<file path="src/lps_pkg.sv">
// ----------------------------------------------------------------------------
// lps_pkg
// Shared types and constants for the line pixel stepper.
// ----------------------------------------------------------------------------
package lps_pkg;

    localparam logic [7:0] MAX_COL = 8'd128;
    localparam logic [7:0] MAX_ROW = 8'd160;

    typedef enum logic {
        OP_START = 1'b0,
        OP_STEP  = 1'b1
    } op_t;

    typedef struct packed {
        op_t         op;
        logic [7:0]  x_start;
        logic [7:0]  y_start;
        logic [7:0]  x_end;
        logic [7:0]  y_end;
        logic [15:0] pixel_color;
    } in_item_t;

    typedef struct packed {
        logic        pixel_valid;
        logic [7:0]  pixel_x;
        logic [7:0]  pixel_y;
        logic [15:0] pixel_rgb;
        logic        pixel_last;
    } out_item_t;

    // decoded command between front and back
    typedef struct packed {
        op_t                op;
        logic [7:0]         xs;
        logic [7:0]         ys;
        logic [7:0]         xe;
        logic [7:0]         ye;
        logic signed [1:0]  dir_col;
        logic signed [1:0]  dir_row;
        logic [8:0]         twice_dx;
        logic [8:0]         twice_dy;
        logic               x_major;
        logic signed [10:0] err;
        logic [15:0]        color;
    } cmd_t;

    typedef struct packed {
        logic valid;
        cmd_t cmd;
    } cmd_bus_t;

endpackage

</file>
<file path="src/lps_front.sv">
// ----------------------------------------------------------------------------
// lps_front
// Classifies each beat and precomputes line setup for start items.
// ----------------------------------------------------------------------------
module lps_front import lps_pkg::*; (
    input  in_item_t item,
    output cmd_t     cmd
);

    logic [7:0]         xs, ys, xe, ye;
    logic signed [8:0]  dx, dy;
    logic [7:0]         adx, ady;
    logic [8:0]         tdx, tdy;
    logic               xmaj;

    always_comb begin
        xs = (item.x_start > MAX_COL) ? MAX_COL : item.x_start;
        ys = (item.y_start > MAX_ROW) ? MAX_ROW : item.y_start;
        xe = (item.x_end   > MAX_COL) ? MAX_COL : item.x_end;
        ye = (item.y_end   > MAX_ROW) ? MAX_ROW : item.y_end;
        dx = $signed({1'b0, xe}) - $signed({1'b0, xs});
        dy = $signed({1'b0, ye}) - $signed({1'b0, ys});
        adx = dx[8] ? 8'(-dx) : dx[7:0];
        ady = dy[8] ? 8'(-dy) : dy[7:0];
        tdx = {adx, 1'b0};
        tdy = {ady, 1'b0};
        xmaj = (tdx >= tdy);

        cmd.op       = item.op;
        cmd.xs       = xs;
        cmd.ys       = ys;
        cmd.xe       = xe;
        cmd.ye       = ye;
        cmd.dir_col  = dx[8] ? -2'sd1 : ((dx != 9'sd0) ? 2'sd1 : 2'sd0);
        cmd.dir_row  = dy[8] ? -2'sd1 : ((dy != 9'sd0) ? 2'sd1 : 2'sd0);
        cmd.twice_dx = tdx;
        cmd.twice_dy = tdy;
        cmd.x_major  = xmaj;
        cmd.err      = xmaj ? ($signed({2'b00, tdy}) - $signed({3'b000, adx}))
                            : ($signed({2'b00, tdx}) - $signed({3'b000, ady}));
        cmd.color    = item.pixel_color;
    end

endmodule

</file>
<file path="src/lps_queue.sv">
// ----------------------------------------------------------------------------
// lps_queue
// Two-slot command queue between front and back.
// ----------------------------------------------------------------------------
module lps_queue import lps_pkg::*; (
    input  logic     aclk,
    input  logic     aresetn,
    input  logic     push,
    input  cmd_t     push_cmd,
    output logic     full,
    input  logic     pop,
    output cmd_bus_t head
);

    logic [1:0] count_reg;
    cmd_t       slot0_reg, slot1_reg;

    assign full = (count_reg == 2'd2);
    assign head = {(count_reg != 2'd0), slot0_reg};

    always_ff @(posedge aclk) begin
        if (!aresetn) begin
            count_reg <= 2'd0;
        end else if (push && !pop) begin
            count_reg <= count_reg + 2'd1;
        end else if (pop && !push) begin
            count_reg <= count_reg - 2'd1;
        end
    end

    always_ff @(posedge aclk) begin
        if (push && pop) begin
            if (count_reg == 2'd2) begin
                slot0_reg <= slot1_reg;
                slot1_reg <= push_cmd;
            end else begin
                slot0_reg <= push_cmd;
            end
        end else if (push) begin
            if (count_reg == 2'd0) begin
                slot0_reg <= push_cmd;
            end else begin
                slot1_reg <= push_cmd;
            end
        end else if (pop) begin
            slot0_reg <= slot1_reg;
        end
    end

endmodule

</file>
<file path="src/lps_back.sv">
// ----------------------------------------------------------------------------
// lps_back
// Holds line state, emits one beat per command (start pixel, next pixel, or an
// empty beat when no line is active), registers the result.
module lps_back import lps_pkg::*; (
    input  logic      aclk,
    input  logic      aresetn,
    input  cmd_bus_t  head,
    output logic      pop,
    output logic      m_valid,
    input  logic      m_ready,
    output out_item_t m_data
);

    logic [7:0]         cur_col_reg, cur_row_reg, end_col_reg, end_row_reg;
    logic signed [10:0] err_reg;
    logic [8:0]         tdx_reg, tdy_reg;
    logic signed [1:0]  dir_col_reg, dir_row_reg;
    logic               x_major_reg;
    logic [15:0]        color_reg;
    logic               active_reg;
    logic               out_valid_reg;
    out_item_t          out_reg;

    logic [7:0]         col_next, row_next;
    logic signed [10:0] err_next, major2, minor2;
    logic signed [1:0]  major_dir;
    logic               take_minor, last_next;

    assign pop     = head.valid && (!out_valid_reg || m_ready);
    assign m_valid = out_valid_reg;
    assign m_data  = out_reg;

    always_comb begin
        major_dir  = x_major_reg ? dir_col_reg : dir_row_reg;
        major2     = $signed({2'b00, x_major_reg ? tdx_reg : tdy_reg});
        minor2     = $signed({2'b00, x_major_reg ? tdy_reg : tdx_reg});
        take_minor = !err_reg[10] && ((err_reg != 11'sd0) || (major_dir == 2'sd1));
        err_next   = err_reg - (take_minor ? major2 : 11'sd0) + minor2;
        col_next   = cur_col_reg;
        row_next   = cur_row_reg;
        if (x_major_reg) begin
            col_next = cur_col_reg + {{6{dir_col_reg[1]}}, dir_col_reg};
            if (take_minor) begin
                row_next = cur_row_reg + {{6{dir_row_reg[1]}}, dir_row_reg};
            end
        end else begin
            row_next = cur_row_reg + {{6{dir_row_reg[1]}}, dir_row_reg};
            if (take_minor) begin
                col_next = cur_col_reg + {{6{dir_col_reg[1]}}, dir_col_reg};
            end
        end
        last_next = x_major_reg ? (col_next == end_col_reg) : (row_next == end_row_reg);
        if (head.cmd.op == OP_START) begin
            col_next  = head.cmd.xs;
            row_next  = head.cmd.ys;
            err_next  = head.cmd.err;
            last_next = head.cmd.x_major ? (head.cmd.xs == head.cmd.xe)
                                         : (head.cmd.ys == head.cmd.ye);
        end
    end

    always_ff @(posedge aclk) begin
        if (!aresetn) begin
            out_valid_reg <= 1'b0;
            active_reg    <= 1'b0;
            cur_col_reg   <= '0;
            cur_row_reg   <= '0;
            end_col_reg   <= '0;
            end_row_reg   <= '0;
            err_reg       <= '0;
            tdx_reg       <= '0;
            tdy_reg       <= '0;
            dir_col_reg   <= '0;
            dir_row_reg   <= '0;
            x_major_reg   <= 1'b0;
            color_reg     <= '0;
        end else begin
            if (pop) begin
                out_valid_reg <= 1'b1;
            end else if (m_ready) begin
                out_valid_reg <= 1'b0;
            end
            if (pop) begin
                if (head.cmd.op == OP_START) begin
                    cur_col_reg <= col_next;
                    cur_row_reg <= row_next;
                    end_col_reg <= head.cmd.xe;
                    end_row_reg <= head.cmd.ye;
                    err_reg     <= err_next;
                    tdx_reg     <= head.cmd.twice_dx;
                    tdy_reg     <= head.cmd.twice_dy;
                    dir_col_reg <= head.cmd.dir_col;
                    dir_row_reg <= head.cmd.dir_row;
                    x_major_reg <= head.cmd.x_major;
                    color_reg   <= head.cmd.color;
                    active_reg  <= !last_next;
                end else if (active_reg) begin
                    cur_col_reg <= col_next;
                    cur_row_reg <= row_next;
                    err_reg     <= err_next;
                    active_reg  <= !last_next;
                end
            end
        end
    end

    always_ff @(posedge aclk) begin
        if (pop) begin
            if (head.cmd.op == OP_START) begin
                out_reg <= '{1'b1, col_next, row_next, head.cmd.color, last_next};
            end else if (active_reg) begin
                out_reg <= '{1'b1, col_next, row_next, color_reg, last_next};
            end else begin
                out_reg <= '0;
            end
        end
    end

endmodule

</file>
<file path="src/line_pixel_stepper_core.sv">
// ----------------------------------------------------------------------------
// line_pixel_stepper_core
// Bresenham line rasterizer: start beats set up a line, step beats walk it.
// ----------------------------------------------------------------------------
//  channel  ports                      payload     role
//  s_       s_valid s_ready s_data     in_item_t   start / step commands
//  m_       m_valid m_ready m_data     out_item_t  one beat per command
//
//  One beat per cycle sustained while m_ready is high; an s_ beat passes
//  through a command queue slot, then the output register, to m_.
//  Reset is synchronous, active low; it empties the queue and drops any line.
//  With m_ready low the output holds, the queue fills its two slots, then
//  s_ready drops.
// ----------------------------------------------------------------------------
module line_pixel_stepper_core import lps_pkg::*; (
    input  logic      aclk,
    input  logic      aresetn,
    input  logic      s_valid,
    output logic      s_ready,
    input  in_item_t  s_data,
    output logic      m_valid,
    input  logic      m_ready,
    output out_item_t m_data
);

    cmd_t     front_cmd;
    cmd_bus_t head;
    logic     q_full, pop;

    assign s_ready = !q_full;

    lps_front u_front (
        .item (s_data),
        .cmd  (front_cmd)
    );

    lps_queue u_queue (
        .aclk     (aclk),
        .aresetn  (aresetn),
        .push     (s_valid && s_ready),
        .push_cmd (front_cmd),
        .full     (q_full),
        .pop      (pop),
        .head     (head)
    );

    lps_back u_back (
        .aclk    (aclk),
        .aresetn (aresetn),
        .head    (head),
        .pop     (pop),
        .m_valid (m_valid),
        .m_ready (m_ready),
        .m_data  (m_data)
    );

endmodule

</file>
<file path="config.mk">
export PLATFORM = sky130hd
export DESIGN_NAME = line_pixel_stepper_core
export DESIGN_NICKNAME = d
export VERILOG_FILES = /design/src/lps_pkg.sv /design/src/lps_front.sv /design/src/lps_queue.sv /design/src/lps_back.sv /design/src/line_pixel_stepper_core.sv
export SDC_FILE = /design/constraint.sdc
export NUM_CORES = 1
export LEC_CHECK = 0
export ABC_CLOCK_PERIOD_IN_PS = 7550
export BUFFER_PORTS_ARGS = -buffer_cell sky130_fd_sc_hd__buf_2
export CAP_MARGIN = 25
export CELL_PAD_IN_SITES_DETAIL_PLACEMENT = 2
export CELL_PAD_IN_SITES_GLOBAL_PLACEMENT = 2
export CORE_MARGIN = 10
export CORE_UTILIZATION = 41
export CTS_CLUSTER_DIAMETER = 30
export DETAILED_ROUTE_END_ITERATION = 8
export MAX_ROUTING_LAYER = met4
export PLACE_DENSITY = 0.92
export RECOVER_POWER = 50
export SLEW_MARGIN = 20
export SYNTH_ARGS = -nofsm -noshare
export SYNTH_HDL_FRONTEND = slang
export SYNTH_SLANG_ARGS = --single-unit
</file>
<file path="constraint.sdc">
create_clock -name aclk -period 7.55 [get_ports aclk]
set_input_delay 1.51 -clock aclk [delete_from_list [all_inputs] [get_ports aclk]]
set_output_delay 1.51 -clock aclk [all_outputs]
set_load 0.02 [all_outputs]
</file>
==> run summary, run 1 <==
After clock tree synthesis, the flow added hold-fix buffers numbering 0. The logs give 0.513 for the end-of-flow core utilization and 1484 for the net count after synthesis. For the pin with the worst max-slew slack, the measured transition is 4080 ps.

For this block, the initial DRC count from the detailed router was 1208. For the required time at the worst-slack endpoint, the log shows 7880 ps. The initial antenna violation count is 0, and the power density over the cells is 603 nW/um2. At the later pin of the worst-skew pair, clock insertion delay measures 600 ps.

STA classifies the critical path startpoint as an input port. The logs give 1979 for the final instance count without filler cells and 6380 um2 for the combined area of the multi-input logic cells. Summing all flip-flop and latch instances after layout gives 7510 um2.

The Yosys step of the flow raised 0 warnings. The number of fillers in the final layout is 3418. Top fanout value on the critical path: 11. Kind of end point of the critical path: a register. After detailed routing, the average wire length per cell comes to 33.3 um. The mapped netlist covers 14400 um2.

The final period utilization was 0.958; the data arrival time of the critical path was 7560 ps. Row generation in the floorplan step produced 68 rows. The number of global-route vias before repair is 13500, and the first-pass iteration count of the detailed router is 5.

Summing over every cut layer, the via total after detailed routing is 12300. The pin count of the biggest net entering global routing is 87, and the setup TNS is 0 ps. The final count of pins violating max slew came out at 351. In the routed layout, each cell is associated on average with a via count of 6.19.

The sequential element share of the synthesized area came out at 0.522. Of all cell types, the one taking the most synthesized area is sky130_fd_sc_hd__edfxtp_1. The CTS H-tree depth is 3. The last weighted congestion value of the routability-driven placer was 0.824; the count of clock tree sinks was 278. Compared with the post-synthesis result, the final layout area differs by 23.2%. The clock passes through at most 3 buffers. Ranked by total cell area, the synthesized netlist is headed by sky130_fd_sc_hd__edfxtp_1, sky130_fd_sc_hd__dfxtp_1, sky130_fd_sc_hd__nand2_1, sky130_fd_sc_hd__ha_1, sky130_fd_sc_hd__xnor2_1. The final reports fail on max-capacitance violations, max-slew violations. The root buffer cell chosen for the clock tree is sky130_fd_sc_hd__clkbuf_16. For the number of routed nets with antenna violations, the log shows 0. The share of flip-flops with an asynchronous set or reset came out at 0. After detailed placement, the design holds a cell count of 1850. The share of the synthesized area in the top cell type was 0.405; the number of violations of the max-capacitance limit was 7. The tools report the number of nets in the finished design as 1596.

The final layout contains routed wiring with a total length of 65900 um. The run gives 0.262 mV as the worst voltage drop across the vdd grid. The area of the core was 34500 um2. From bottom edge to top edge, the die measures 207 um.

The die covers 43000 um2. The count of buffers added on input and output ports is 88. The relative slew slack is -1.72, and the number of distinct standard cells referenced by the synthesized netlist is 71.

The path class of the tightest hold or removal check is reg2reg. The worst path needs 7230 ps of the cycle, external delays included. Once detailed placement completed, the half-perimeter wirelength came to 35700 um. The width of the chip is 207 um. Setup repair after global routing left no endpoint under its margin. The highest metal layer carrying signal wires in the routed design is met4.

The proportion of layout cells with a drive suffix above 1 works out to 0.143. After technology mapping, the gate count stands at 1355. Counting the buffers created by CTS gives 70. The detailed-routed wire length on met2 was 33000 um; the flop and latch count out of synthesis was 278. Global routing finished with a remaining overflow of 0.

Clock-pin slew was measured on the worst setup and hold paths at 60 ps. The post-synthesis average cell area is 10.6 um2, and the total global-route track usage is 0.305. The number of flops mapped to enable cells by yosys is 194. After clock tree synthesis, the setup repair step added 0 buffers. The analysis attributes to cell leakage a power of 0.00704 uW.

The tools report the post-route met1 wirelength as 26000 um. The run gives 89 as the I/O pin count. The critical path start-end classification is in2reg. In the detailed route, the total length drawn on met3 is 4230 um. TritonCTS built the clock tree.

Global-route wire length before repair: 97600 um. The highest achievable clock rate came out at 138 MHz. The total count of hold-check failures in the final report is 0. After detailed routing, the number of remaining DRC violations is 0.

The run gives 0.417 as the starting utilization of the core area. The dominant synthesized flop cell is sky130_fd_sc_hd__edfxtp_1. The final-report setup violation count was 0; the diode insertion count for antenna repair was 0.

The run finished, with violations left. The clock arrives with 32.2 ps of skew.
path summary, 6_finish.rpt:
check                           cells past startpoint                              start  slack (ps)                                 end
worst max-delay path                               24                         s_data[33]         320          u_queue.head[25]$_DFFE_PP_
worst min-delay path                                2  u_back.color_reg[10]$_SDFFE_PN0P_         510   u_back.color_reg[10]$_SDFFE_PN0P_
worst max register to register                      6         u_queue.head[82]$_DFFE_PP_        1020  u_back.end_col_reg[5]$_SDFFE_PN0P_
worst min register to register                      2  u_back.color_reg[10]$_SDFFE_PN0P_         510   u_back.color_reg[10]$_SDFFE_PN0P_
through the flow:
| step | instance area (um2) | power (uW) | hold WS [ps] | worst slack [ps] |
|---|---|---|---|---|
| 2_1_floorplan | 14400 | 5330 | 438 | 1030 |
| 3_3_place_gp | 15300 | 6190 | 453 | 479 |
| 3_5_place_dp | 15300 | 6700 | 467 | -92.7 |
| 4_1_cts | 17800 | 10600 | 501 | 96.6 |
| 5_1_grt | 17700 | 11000 | 534 | 54.1 |
| 6_report | 17700 | 10700 | 509 | 318 |
power by group:
group          internal (uW)  total (uW)  switching, uW
sequential              2480        2990            505
clock                   2230        3330           1100
combinational           1380        4370           2990
placed cells by master, fill, tap and decap left out, types with 38 or more instances in the layout:
master / instances
sky130_fd_sc_hd__xnor2_1: 63
sky130_fd_sc_hd__edfxtp_1: 194
sky130_fd_sc_hd__nand2_1: 255
sky130_fd_sc_hd__a21boi_0: 58
sky130_fd_sc_hd__dfxtp_1: 84
sky130_fd_sc_hd__o21ai_0: 77
sky130_fd_sc_hd__clkbuf_16: 73
sky130_fd_sc_hd__nor2_1: 44
sky130_fd_sc_hd__ha_1: 61
sky130_fd_sc_hd__a21oi_1: 56
sky130_fd_sc_hd__mux2_2: 38
sky130_fd_sc_hd__inv_1: 73
sky130_fd_sc_hd__clkbuf_1: 74
routing by layer:
layer  up-vias  global-route usage
met5         -                   -
met4         0               0.126
met3       194              0.0584
met2       681               0.507
met1      6372               0.355
li1       5012                   -
repair_timing:
item,4_1_cts,5_1_grt
endpoints found under the hold margin,0,0
gates resized for setup,2,4
endpoints found under the setup margin,4,11
cell type report:
cell class | instances | share of cell area
clock buffers | 86 | 0.108
clock inverters | 43 | 0.0343
inverters | 77 | 0.0164
multi-input cells | 939 | 0.360
flip-flops and latches | 278 | 0.423
well taps | 455 | 0.0321
repair buffers | 101 | 0.0256
cell families after synthesis:
group                      after synthesis  share of synthesized area
AOI/OAI and AO/OA                      290                      0.133
buffers and inverters                  138                     0.0369
xor gates and xnor gates                94                     0.0577
DFF                                    278                      0.522
adders and majority gates               80                     0.0768
muxes                                   65                     0.0488
and+or+nand+nor                        410                      0.125
synthesized netlist by cell type, types with 6 or more instances:
master / instances
sky130_fd_sc_hd__edfxtp_1: 194
sky130_fd_sc_hd__nand3_1: 29
sky130_fd_sc_hd__xor2_1: 30
sky130_fd_sc_hd__a21oi_1: 56
sky130_fd_sc_hd__and2_1: 8
sky130_fd_sc_hd__o21bai_1: 11
sky130_fd_sc_hd__a211oi_1: 19
sky130_fd_sc_hd__fa_1: 15
sky130_fd_sc_hd__o2bb2ai_1: 6
sky130_fd_sc_hd__clkbuf_1: 53
sky130_fd_sc_hd__inv_1: 73
sky130_fd_sc_hd__a21boi_0: 58
sky130_fd_sc_hd__dfxtp_1: 84
sky130_fd_sc_hd__ha_1: 61
sky130_fd_sc_hd__or3_1: 9
sky130_fd_sc_hd__o21ai_0: 79
sky130_fd_sc_hd__nand2b_1: 10
sky130_fd_sc_hd__nor2b_1: 18
sky130_fd_sc_hd__o211a_1: 10
sky130_fd_sc_hd__xnor2_1: 63
sky130_fd_sc_hd__mux2_2: 38
sky130_fd_sc_hd__a21o_1: 18
sky130_fd_sc_hd__nor2_1: 45
sky130_fd_sc_hd__nand2_1: 255
sky130_fd_sc_hd__mux2i_1: 26
critical path: stages:
cell                        delay [ps]
sky130_fd_sc_hd__clkbuf_1          110
sky130_fd_sc_hd__or4_1             530
sky130_fd_sc_hd__o21a_1            190
sky130_fd_sc_hd__o21ai_1           360
sky130_fd_sc_hd__and2_1            320
sky130_fd_sc_hd__ha_1              250
sky130_fd_sc_hd__fa_1              220
sky130_fd_sc_hd__nor2b_1           100
sky130_fd_sc_hd__o2111ai_1         270
sky130_fd_sc_hd__nand3_1           260
sky130_fd_sc_hd__a31o_2            420
sky130_fd_sc_hd__nor2_1            230
sky130_fd_sc_hd__xor2_2            330
sky130_fd_sc_hd__inv_1             130
sky130_fd_sc_hd__ha_1              300
sky130_fd_sc_hd__inv_1             100
sky130_fd_sc_hd__o21bai_1          290
sky130_fd_sc_hd__a21oi_1           200
sky130_fd_sc_hd__inv_1             130
sky130_fd_sc_hd__a21oi_1            80
sky130_fd_sc_hd__maj3_1            420
sky130_fd_sc_hd__o21ai_0           270
sky130_fd_sc_hd__o2bb2ai_1         210
sky130_fd_sc_hd__mux2_2            320
Power figures use the tool's default switching activity.
==> inputs of run 2 (changes only) <==
==> constraint.sdc (replaced) <==
create_clock -name aclk -period 7.55 [get_ports aclk]
set_input_delay 0.3775 -clock aclk [delete_from_list [all_inputs] [get_ports aclk]]
set_output_delay 0.3775 -clock aclk [all_outputs]
set_load 0.02 [all_outputs]
==> run 2 against run 1 <==
The run still ends with max-capacitance violations, max-slew violations left. Non-clock buffer count up 6. Critical path depth is 1 higher. Clock power decreased by 6.0%. Cell area decreased by 0.40%. Total power down 1.3%. Critical endpoint is now u_queue.head[24]$_DFFE_PP_.
==> run summary, run 2 (synthesized netlist as in run 1, its figures left out) <==
The worst setup path is of the in2reg kind. For the number of routed nets with antenna violations, the log shows 0 (unchanged). The startpoint identified for the worst hold timing path is s_data[47]. Number of vias in the routed layout: 12500 (+2.0%). Most frequent standard cell in the layout excluding fill and tap cells: sky130_fd_sc_hd__nand2_1.

The run gives 0.417 (unchanged) as the starting utilization of the core area. The mean number of vias per cell is 6.26 (+1.1%). For the sum of net half-perimeters after detailed placement, the log shows 35700 um (about the same). The row count came out at 68 (unchanged). The logs give 0 (unchanged) for the overflow left after global routing and 1000 ps (+1100 ps) for the setup slack after placement. The tools report the number of buffers on the longest clock path as 3 (unchanged).

The logs give 70 (unchanged) for the total CTS buffers and 0 ps (unchanged) for the setup TNS. The total count of hold-check failures in the final report was 0 (unchanged). The number of I/O port buffers was 88 (unchanged).

The highest achievable clock rate came out at 144 MHz (+3.9%). Setup repair after global routing left no endpoint under its margin. The time the worst path needs with I/O delays and setup is 6960 ps (-270 ps).

The checks that failed: max-capacitance violations, max-slew violations. Relative slew slack: -1.78 (-0.0655). The top fanout value on the critical path came out at 11 (unchanged). The run finished, with violations left.

The number of violations of the max-capacitance limit was 5 (-2). The run gives 89 (unchanged) as the I/O pin count. TritonCTS built the clock tree.

The total global-route track usage is 0.314 (+0.00901). The pin count of the biggest net entering global routing is 87 (unchanged), and the clock insertion delay at the later pin of the skew report is 600 ps (about the same). CTS placed an instance of sky130_fd_sc_hd__clkbuf_16 at the clock tree root. For the global-route wire length before repair, the log shows 99700 um (+2.1%). The run gives 9 (+9) as the initial antenna violation count.

The transition time at the pin with the least slew margin was 4170 ps (+88.1 ps); the overall die height was 207 um (unchanged). The number of design rule violations left after detail routing came out at 0 (unchanged). Final count of pins violating max slew: 287 (-18%). The top cell types in the final layout, fill and taps aside, are sky130_fd_sc_hd__nand2_1, sky130_fd_sc_hd__edfxtp_1, sky130_fd_sc_hd__dfxtp_1. The logs give 589 ps (+270 ps) for the post-route worst setup slack and 7380 ps (-180 ps) for the data arrival time of the critical path. For the required time at the worst-slack endpoint, the log shows 7970 ps (+90 ps). The detailed router's first-iteration violation count was 1440 (+19%); the worst voltage drop across the vdd grid was 0.307 mV (+17%).

The logs give 36.8 ps (+4.57 ps) for the post-route clock skew and 5 (unchanged) for the first-pass iteration count of the detailed router. The tools report the area of the core as 34500 um2 (unchanged). The width of the chip came out at 207 um (unchanged). The post-synthesis to final-layout area growth came out at 22.7%. Wire length reported by the detailed router: 68100 um (+3.3%). For the last weighted congestion value of the routability-driven placer, the log shows 0.840 (+1.9%). The worst setup path is captured at a register. The power density over the cells came out at 597 nW/um2 (-0.92%). The total die area came out at 43000 um2 (unchanged). The path class of the tightest hold or removal check is in2reg. The tools report the number of nets in the finished design as 1602 (+0.38%).

The run gives 13700 (+1.7%) as the number of global-route vias before repair. The count of cells resized by post-cts repair is 0 (-2). The logs give 3 (unchanged) for the CTS H-tree depth and 3418 (unchanged) for the number of fillers in the final layout. The run gives 0 (unchanged) as the final-report setup violation count. The post-CTS clock slew at the launch and capture registers of the worst setup and hold paths works out to 60 ps (about the same). STA classifies the critical path startpoint as an input port. The final period utilization was 0.922 (-0.0358). The startpoint of the worst register-to-register path is u_queue.head[82]$_DFFE_PP_.

The end-of-flow core utilization is 0.511 (-0.00203). The leakage power total came out at 0.00701 uW (-0.47%). The proportion of layout cells with a drive suffix above 1 works out to 0.138 (-0.00457).

Worst setup path startpoint: s_data[20]. The count of clock tree sinks is 278 (unchanged). The routed length per placed instance is 34.1 um (+2.4%).

The tools report the post-CTS setup-driven buffer insertion count as 0 (unchanged).
## run 2: cell count changes in the layout (fill, tap and decap cells not counted), moves of 2 or more
cell,delta
sky130_fd_sc_hd__diode_2,+11
sky130_fd_sc_hd__clkinv_2,+6
sky130_fd_sc_hd__bufinv_16,-5
sky130_fd_sc_hd__dlygate4sd3_1,+5
sky130_fd_sc_hd__o21ai_0,+3
sky130_fd_sc_hd__clkbuf_16,-2
sky130_fd_sc_hd__clkinvlp_4,-2
sky130_fd_sc_hd__o21ai_2,-2
## run 2: cell type report
| cell class | instances | area (um2) | area share |
|---|---|---|---|
| Sequential cell | 278 | 7510 | 0.425 |
| Multi-Input combinational cell | 939 | 6370 | 0.361 |
| Clock buffer | 86 | 1870 | 0.106 |
| Tap cell | 455 | 569 | 0.0322 |
| Timing Repair Buffer | 107 | 536 | 0.0303 |
| Clock inverter | 44 | 484 | 0.0274 |
| Inverter | 77 | 292 | 0.0165 |
| Antenna cell | 11 | 27.5 | 0.00156 |
## run 2: repair_timing
| item | in CTS | in global routing |
|---|---|---|
| endpoints found under the setup margin | 0 | 0 |
| hold buffers | 5 | 0 |
| endpoints found under the hold margin | 5 | 0 |
## run 2: path summary, 6_finish.rpt
path / slack, ps / end / cells past startpoint
worst min register to register: 510 / u_back.end_row_reg[5]$_SDFFE_PN0P_ / 2
worst min-delay path: 50 / u_queue.slot1_reg[81]$_DFFE_PP_ / 1
worst max register to register: 1890 / u_back.m_data[0]$_DFFE_PP_ / 7
worst max-delay path: 590 / u_queue.head[24]$_DFFE_PP_ / 25
## run 2: through the flow
stage | power (uW) | instance area (um2) | hold slack, ps | instances
4_1_cts | 10300 | 17700 | 2.37 | 1985
3_3_place_gp | 6170 | 15300 | 453 | 1849
5_1_grt | 10900 | 17700 | 59.5 | 1995
2_1_floorplan | 5330 | 14400 | 438 | 1355
3_5_place_dp | 6700 | 15300 | 476 | 1850
6_report | 10600 | 17700 | 46.2 | 1997
## run 2: power by group
group	switching, uW	total, uW	internal (uW)	leakage (uW)
logic	3050	4440	1390	0.00334
clock network	1110	3130	2020	0.00113
registers	502	2980	2480	0.00254
## run 2: critical path, cell delays in order
cell and delay (ps):
sky130_fd_sc_hd__clkbuf_1 100, sky130_fd_sc_hd__or4_1 540, sky130_fd_sc_hd__o21a_1 190, sky130_fd_sc_hd__o21ai_0 730, sky130_fd_sc_hd__nand2_1 280, sky130_fd_sc_hd__ha_1 330, sky130_fd_sc_hd__fa_1 440, sky130_fd_sc_hd__nor2b_1 210
sky130_fd_sc_hd__o2111ai_1 180, sky130_fd_sc_hd__nand3_1 230, sky130_fd_sc_hd__a31o_2 370, sky130_fd_sc_hd__nand2_1 150, sky130_fd_sc_hd__o21ai_0 310, sky130_fd_sc_hd__inv_1 270, sky130_fd_sc_hd__fa_1 520, sky130_fd_sc_hd__inv_1 100
sky130_fd_sc_hd__a21oi_1 90, sky130_fd_sc_hd__o21bai_1 320, sky130_fd_sc_hd__a21o_1 180, sky130_fd_sc_hd__a21o_1 180, sky130_fd_sc_hd__nor3b_1 260, sky130_fd_sc_hd__a211oi_1 130, sky130_fd_sc_hd__maj3_1 420, sky130_fd_sc_hd__xor2_1 180
sky130_fd_sc_hd__o31ai_1 270
## run 2: per-layer routing
metal,GRT usage,routed length (um),share of wire,vias to the layer above
met4,0.146,3050,0.045,0
met5,-,0,0,-
met2,0.507,33100,0.49,730
met1,0.369,27200,0.40,6508
li1,-,-,-,5038
met3,0.0660,4790,0.070,225
